## config.mk

```make
export PLATFORM = sky130hd
export DESIGN_NAME = seven_segment_grid_display_driver
export DESIGN_NICKNAME = d
export VERILOG_FILES = /design/src/hw/rtl/ssgd_pkg.sv /design/src/hw/rtl/seven_segment_grid_display_driver.sv
export SDC_FILE = /design/constraint.sdc
export NUM_CORES = 1
export LEC_CHECK = 0
export BUFFER_PORTS_ARGS = -buffer_cell sky130_fd_sc_hd__buf_2
export CELL_PAD_IN_SITES_DETAIL_PLACEMENT = 0
export CELL_PAD_IN_SITES_GLOBAL_PLACEMENT = 1
export CORE_MARGIN = 3
export CORE_UTILIZATION = 45
export DETAILED_ROUTE_END_ITERATION = 7
export PLACE_DENSITY = 0.83
export REMOVE_ABC_BUFFERS = 1
export SYNTH_ARGS = -nofsm -noshare
export SYNTH_HDL_FRONTEND = slang
export SYNTH_SLANG_ARGS = --single-unit
```

## constraint.sdc

```tcl
create_clock -name clk -period 3.8 [get_ports clk]
set_input_delay 0.19 -clock clk [delete_from_list [all_inputs] [get_ports clk]]
set_output_delay 0.19 -clock clk [all_outputs]
set_load 0.05 [all_outputs]
```

## src/hw/rtl/ssgd_pkg.sv

```systemverilog
package ssgd_pkg;

  localparam int RAM_BYTES  = 14;
  localparam int GRID_COUNT = 7;
  localparam int RAM_AW     = 4;   // holds RAM indexes up to 15
  localparam int GRID_W     = 3;   // holds grids up to 7
  localparam int SEQ_W      = 5;   // byte counter, up to RAM_BYTES + 2

  // command bytes
  localparam logic [7:0] CMD_WRITE       = 8'h40;
  localparam logic [7:0] CMD_ADDR0       = 8'hC0;
  localparam logic [7:0] CMD_BRIGHT_ON   = 8'h88;
  localparam logic [7:0] CMD_DISP_OFF    = 8'h80;
  localparam logic [7:0] CMD_INIT_BRIGHT = 8'h8F;

  localparam logic [7:0] CODE_DASH      = 8'hFE;
  localparam logic [7:0] DASH_SEGMENTS  = 8'h08;
  localparam logic [7:0] BLANK_SEGMENTS = 8'h00;
  localparam logic [7:0] MASK_MARK      = 8'h02;
  localparam logic [7:0] MASK_POS8      = 8'h01;

  localparam logic [7:0] DIGIT_SEG [10] = '{
    8'h77, 8'h24, 8'h5D, 8'h6D, 8'h2E, 8'h6B, 8'h7B, 8'h25, 8'h7F, 8'h6F
  };

  // register select, paddr[2]
  localparam logic REG_BRIGHTNESS = 1'b0;
  localparam logic REG_ENABLE     = 1'b1;

  typedef enum logic [2:0] {
    OP_SET_DIGIT = 3'd0,
    OP_SET_MARK  = 3'd1,
    OP_FLUSH     = 3'd2,
    OP_BRIGHT    = 3'd3,
    OP_INIT      = 3'd4
  } op_t;

  typedef enum logic [1:0] {
    ST_IDLE,
    ST_RMW_RD,
    ST_RMW_WR,
    ST_EMIT
  } state_t;

  function automatic logic [7:0] seg_of(input logic [7:0] code);
    logic [7:0] seg;
    if (code <= 8'd9) begin
      seg = DIGIT_SEG[code[3:0]];
    end else if (code == CODE_DASH) begin
      seg = DASH_SEGMENTS;
    end else begin
      seg = BLANK_SEGMENTS;
    end
    return seg;
  endfunction

endpackage

```

## src/hw/rtl/seven_segment_grid_display_driver.sv

```systemverilog
// Set digit walks GRID_COUNT read/write pairs of the RAM, a seg10 mark one read/write pair;
// brightness 1 byte, flush RAM_BYTES+2 bytes, init RAM_BYTES+3 bytes, one byte per cycle
// while m_tready stays high; the first byte goes from the emit state into the output register.
// One item at a time: no new item is taken until the RAM walk or the byte walk is done.
// Reset (rst, synchronous, active high): RAM reads as zero, brightness 7, display on,
// no output pending. No clearing pass: per-entry valid bits, cleared at once.
module seven_segment_grid_display_driver
  import ssgd_pkg::*;
(
  input  logic        clk,
  input  logic        rst,
  // input item stream
  input  logic        s_tvalid,
  output logic        s_tready,
  input  logic [15:0] s_tdata,   // [3:0] position, [11:4] digit_code,
                                 // [14:12] grid_index, [15] segment_on
  input  logic [2:0]  s_tuser,   // [2:0] opcode
  // serial byte stream
  output logic        m_tvalid,
  input  logic        m_tready,
  output logic [7:0]  m_tdata,   // [7:0] serial_byte
  output logic [1:0]  m_tuser,   // [0] frame_start, [1] frame_end
  output logic        m_tlast,
  // configuration
  input  logic        psel,
  input  logic        penable,
  input  logic        pwrite,
  input  logic [2:0]  paddr,
  input  logic [31:0] pwdata,
  output logic [31:0] prdata,
  output logic        pready
);

  // input fields
  logic [3:0] in_position;
  logic [7:0] in_digit_code;
  logic [2:0] in_grid_index;
  logic       in_segment_on;
  op_t        in_op;

  assign in_position   = s_tdata[3:0];
  assign in_digit_code = s_tdata[11:4];
  assign in_grid_index = s_tdata[14:12];
  assign in_segment_on = s_tdata[15];
  assign in_op         = op_t'(s_tuser);

  // control
  state_t state, state_next;
  logic   accept;

  // latched item
  op_t              op;
  logic [GRID_W-1:0] g;        // current grid in the read-modify-write walk
  logic [GRID_W-1:0] g_end;
  logic              odd;      // low/high byte of the grid pair
  logic [7:0]        mask;
  logic [7:0]        setv;     // per grid: set or clear
  logic [SEQ_W-1:0]  seq;      // byte index in the emitted sequence

  // configuration registers
  logic [2:0] brightness_level;
  logic       display_enable;

  // display RAM, one read and one write port, read data registered
  logic [7:0]          ram [RAM_BYTES];
  logic [RAM_BYTES-1:0] ram_valid;
  logic [7:0]          rd_data;
  logic                ram_re, ram_we, clear_all;
  logic [RAM_AW-1:0]   ram_raddr;
  logic [RAM_AW-1:0]   rmw_idx;
  logic                idx_ok;
  logic [7:0]          wdata;

  // output byte
  logic       out_free, out_load;
  logic [7:0] byte_val;
  logic       byte_fs, byte_fe, byte_last;

  assign accept   = s_tvalid & s_tready;
  assign s_tready = (state == ST_IDLE);
  assign rmw_idx  = {g, odd};
  assign idx_ok   = ({1'b0, rmw_idx} < (RAM_AW + 1)'(RAM_BYTES));
  assign wdata    = setv[g] ? (rd_data | mask) : (rd_data & ~mask);
  assign out_free = ~m_tvalid | m_tready;

  // byte generator for the emit walk
  always_comb begin
    byte_val  = rd_data;
    byte_fs   = 1'b0;
    byte_fe   = 1'b0;
    byte_last = 1'b0;
    priority if (op == OP_BRIGHT) begin
      byte_val  = display_enable ? (CMD_BRIGHT_ON | {5'b0, brightness_level}) : CMD_DISP_OFF;
      byte_fs   = 1'b1;
      byte_fe   = 1'b1;
      byte_last = 1'b1;
    end else if (seq == '0) begin
      byte_val = CMD_WRITE;
      byte_fs  = 1'b1;
      byte_fe  = 1'b1;
    end else if (seq == SEQ_W'(1)) begin
      byte_val = CMD_ADDR0;
      byte_fs  = 1'b1;
    end else if (seq == SEQ_W'(RAM_BYTES + 2)) begin
      // init trailer: full brightness, display on
      byte_val  = CMD_INIT_BRIGHT;
      byte_fs   = 1'b1;
      byte_fe   = 1'b1;
      byte_last = 1'b1;
    end else begin
      // RAM byte, prefetched into rd_data while the byte before it is loaded
      byte_fe   = (seq == SEQ_W'(RAM_BYTES + 1));
      byte_last = byte_fe & (op == OP_FLUSH);
    end
  end

  // next state and RAM control
  always_comb begin
    state_next = state;
    ram_re     = 1'b0;
    ram_we     = 1'b0;
    ram_raddr  = rmw_idx;
    clear_all  = 1'b0;
    out_load   = 1'b0;
    unique case (state)
      ST_IDLE: begin
        if (accept) begin
          case (in_op)
            OP_SET_DIGIT: begin
              if (in_position <= 4'd8) state_next = ST_RMW_RD;
            end
            OP_SET_MARK: begin
              if ({1'b0, in_grid_index} < (GRID_W + 1)'(GRID_COUNT)) state_next = ST_RMW_RD;
            end
            OP_FLUSH, OP_BRIGHT: begin
              state_next = ST_EMIT;
            end
            OP_INIT: begin
              clear_all  = 1'b1;
              state_next = ST_EMIT;
            end
            default: state_next = ST_IDLE;  // unused opcodes do nothing
          endcase
        end
      end
      ST_RMW_RD: begin
        ram_re     = 1'b1;
        state_next = ST_RMW_WR;
      end
      ST_RMW_WR: begin
        ram_we     = idx_ok;
        state_next = (g == g_end) ? ST_IDLE : ST_RMW_RD;
      end
      ST_EMIT: begin
        if (out_free) begin
          out_load = 1'b1;
          if (byte_last) begin
            state_next = ST_IDLE;
          end
          // prefetch the next RAM byte: index seq-1
          if (seq >= SEQ_W'(1) && seq <= SEQ_W'(RAM_BYTES) && op != OP_BRIGHT) begin
            ram_re    = 1'b1;
            ram_raddr = RAM_AW'(seq - SEQ_W'(1));
          end
        end
      end
      default: state_next = ST_IDLE;
    endcase
  end

  always_ff @(posedge clk) begin
    if (rst) begin
      state <= ST_IDLE;
    end else begin
      state <= state_next;
    end
  end

  // item latch and walk counters
  always_ff @(posedge clk) begin
    if (accept) begin
      op  <= in_op;
      seq <= '0;
      case (in_op)
        OP_SET_DIGIT: begin
          g     <= '0;
          g_end <= GRID_W'(GRID_COUNT - 1);
          odd   <= in_position[3];
          mask  <= in_position[3] ? MASK_POS8 : (8'h01 << in_position[2:0]);
          setv  <= seg_of(in_digit_code);
        end
        OP_SET_MARK: begin
          g     <= in_grid_index;
          g_end <= in_grid_index;
          odd   <= 1'b1;
          mask  <= MASK_MARK;
          setv  <= {8{in_segment_on}};
        end
        default: begin
        end
      endcase
    end else begin
      if (state == ST_RMW_WR && g != g_end) begin
        g <= g + GRID_W'(1);
      end
      if (out_load) begin
        seq <= seq + SEQ_W'(1);
      end
    end
  end

  // display RAM
  always_ff @(posedge clk) begin
    if (ram_we) begin
      ram[rmw_idx] <= wdata;
    end
    if (ram_re) begin
      rd_data <= ram_valid[ram_raddr] ? ram[ram_raddr] : 8'h00;
    end
  end

  always_ff @(posedge clk) begin
    if (rst || clear_all) begin
      ram_valid <= '0;
    end else if (ram_we) begin
      ram_valid[rmw_idx] <= 1'b1;
    end
  end

  // output register
  always_ff @(posedge clk) begin
    if (rst) begin
      m_tvalid <= 1'b0;
    end else if (out_load) begin
      m_tvalid <= 1'b1;
    end else if (m_tready) begin
      m_tvalid <= 1'b0;
    end
  end

  always_ff @(posedge clk) begin
    if (out_load) begin
      m_tdata <= byte_val;
      m_tuser <= {byte_fe, byte_fs};
      m_tlast <= byte_last;
    end
  end

  // configuration port; write lands on the access cycle
  assign pready = 1'b1;

  always_ff @(posedge clk) begin
    if (rst) begin
      brightness_level <= 3'd7;
      display_enable   <= 1'b1;
    end else if (psel && penable && pwrite && pready) begin
      if (paddr[2] == REG_ENABLE) begin
        display_enable <= pwdata[0];
      end else begin
        brightness_level <= pwdata[2:0];
      end
    end
  end

  always_comb begin
    if (paddr[2] == REG_BRIGHTNESS) begin
      prdata = {29'b0, brightness_level};
    end else begin
      prdata = {31'b0, display_enable};
    end
  end

endmodule

```

==> impl_metrics.env <==
export IMPL_totalWireLength_um=18100
export IMPL_avgSynthCellArea_sq_um=12.7
export IMPL_fin_util=0.515
export IMPL_cap_violations=0
export IMPL_r2r_cells=7
export IMPL_clk_latency_ps=430
export IMPL_drtIter0Drc=397
export IMPL_synthFlopType="edfxtp_1"
export IMPL_num_vias=5431
export IMPL_hold_viol=0
export IMPL_grt_pass1_vias=5465
export IMPL_maxSlewViolCount=0
export IMPL_place_congestion=0.795
export IMPL_p_int_mw=3.38
export IMPL_track_usage=0.185
export IMPL_synthArstFlopShare=0
export IMPL_min_to="g_end[1]"
export IMPL_finalPower_mw=4.54
export IMPL_min_from="s_tdata[13]"
export IMPL_core_rowCount=49
export IMPL_ir_drop_mv=0.344
export IMPL_setup_tns_ps=0
export IMPL_die_h_um=142
export IMPL_place_hpwl_um=12500
export IMPL_design_core_area_sq_um=18100
export IMPL_p_sw_frac=0.257
export IMPL_fin_worst_skew_ps=12.9
export IMPL_cts_resized=0
export IMPL_final_nets=779
export IMPL_fmax_ghz=0.303
export IMPL_root_buffer="clkbuf_16"
export IMPL_yosysWarningCount=0
export IMPL_final_common_cell="edfxtp_1"
export IMPL_hold_path_depth=2
export IMPL_die_w_um=142
export IMPL_antenna_left=0
export IMPL_ys_seq_area_frac=0.628
export IMPL_r2r_end="rd_data[0]"
export IMPL_start_kind="flip-flop"
export IMPL_preCtsSetupSlack_ps=598
export IMPL_critical_path_max_fanout=14
export IMPL_cts_hold_buf=1
export IMPL_pwr_share_seq=0.506
export IMPL_syn_area_sq_um=8340
export IMPL_worstSetupPathType="flip-flop to flip-flop"
export IMPL_rsz0062_at_grt="no"
export IMPL_start_util=0.461
export IMPL_grt_pass1_wl_um=28700
export IMPL_critPathCaptureType="flip-flop"
export IMPL_min_period_ps=3300
export IMPL_post_cts_buffers=0
export IMPL_synth_edff_count=157
export IMPL_die_area_sq_um=20200
export IMPL_power_density_nw_per_um2=488
export IMPL_cts_tree="built"
export IMPL_nFillCells=1492
export IMPL_final_cell_mix="edfxtp_1 (157), nor2_1 (52), nand2_1 (51)"
export IMPL_combPwrFrac=0.109
export IMPL_viasPerCell=5.73
export IMPL_clock_sinks=183
export IMPL_status="finished, final reports clean"
export IMPL_hold_class="primary input to flip-flop"
export IMPL_grt_overflow_total=0
export IMPL_crit_required_ps=3950
export IMPL_whs_ps=47.5
export IMPL_wl_per_cell_um=19.1
export IMPL_path_clk_slew_ps=70
export IMPL_setup_viol=0
export IMPL_drive_gt1_frac=0.161
export IMPL_antenna_cells=0
export IMPL_grt_max_degree=36
export IMPL_ys_types=66
export IMPL_remaining_drc_errors=0
export IMPL_power_frac_clock=0.385
export IMPL_power_switching_mw=1.17
export IMPL_fin_ws_ps=499
export IMPL_min_period_over_period=0.869
export IMPL_synth_ff_latch_count=183
export IMPL_timing_rr_start="op[0]"
export IMPL_cts_buffer_depth=2
export IMPL_portBuffers=45
export IMPL_firstDrtPassIters=7
export IMPL_slew_headroom=0.193
export IMPL_p_leak_nw=3.27
export IMPL_r2r_slack_ps=500
export IMPL_synthToLayoutAreaGrowth_pct=11.7
export IMPL_cts_buffers=17
export IMPL_syn_inst=657
export IMPL_antenna_found_initial=0
export IMPL_h_tree_depth=4
export IMPL_ios=107
export IMPL_critPathArrivalTime_ps=3450
export IMPL_worstMarginPinSlew_ps=1210
## cells by family after synthesis
logic type,Yosys count,share of synthesized area
adders and majority gates,12,0.0180
AOI/OAI and AO/OA,169,0.153
buffers and inverters,80,0.0557
and+or+nand+nor,185,0.109
muxes,17,0.0267
other,2,0.000900
DFF,183,0.628
xor gates and xnor gates,9,0.00945
## Yosys cell counts, types with 10 or more instances
cell type	count	area, sq um
nand2_1	51	191
nor3_1	12	60.1
edfxtp_1	157	4710
clkbuf_1	18	67.6
dfxtp_1	26	521
mux2i_1	11	110
nand3_1	12	60.1
inv_1	17	63.8
a21boi_1	10	75.1
o21a_1	16	120
o21ai_0	20	100
and3_1	17	106
ha_1	12	150
buf_4	31	233
nor2_1	53	199
a21oi_1	25	125
a211oi_1	29	218
a311o_1	16	160
## final cells by class
cell class                 count  area, sq um  area share
sequential                   183         5240       0.562
multi-input combinational    422         2760       0.296
clock buffer                  17          425      0.0457
timing repair buffer          64          370      0.0398
tap                          229          287      0.0308
clock inverter                15          171      0.0184
inverter                      18         67.6     0.00725
## flip-flops by register name (all words and copies together), names as in the netlist, 2 cells and up
signal,cells
op,3
ram,112
g_end,3
brightness_level,3
seq,5
m_tdata,8
mask,8
m_tuser,2
rd_data,8
g,3
setv,8
state,2
ram_valid,14
## power by group through the flow
stage / logic (mW) / registers, mW / clock network [mW]
final: 0.494 / 2.30 / 1.75
after global routing: 0.539 / 2.30 / 1.86
after CTS: 0.493 / 2.30 / 1.76
after detailed placement: 0.488 / 2.34 / 0
after global placement: 0.478 / 2.34 / 0
after floorplan: 0.331 / 2.33 / 0
## worst max path at each step
| stage | start | cells after the start | endpoint |
|---|---|---|---|
| 6_report | op[0] | 7 | rd_data[0] |
| 5_1_grt | seq[1] | 11 | rd_data[2] |
| 4_1_cts | op[0] | 7 | rd_data[0] |
| 3_5_place_dp | op[0] | 8 | rd_data[5] |
| 3_3_place_gp | op[0] | 8 | rd_data[3] |
| 2_1_floorplan | m_tvalid | 7 | rd_data[0] |
## through the flow
stage | cell area, sq um | cells
final | 9320 | 948
after global routing | 9320 | 948
after CTS | 9320 | 948
after detailed placement | 8710 | 915
after global placement | 8710 | 915
after floorplan | 8050 | 623
## worst max-delay path: stages, from the launching register on
cell and delay (ps):
edfxtp_1 400, and3b_1 340, or3_1 470, nor3_2 380
mux2_2 430, mux4_2 310, a22oi_2 520, a32oi_1 150
## routing by layer
metal  vias to the layer above  global-route usage  routed length (um)
met5                         -                   0                   0
met4                         0              0.0758                 429
met3                        39              0.0491                1550
met2                       216               0.304                8910
met1                      2625               0.232                7230
li1                       2551                   -                   -
No activity file was read; power rests on OpenSTA's default activity.
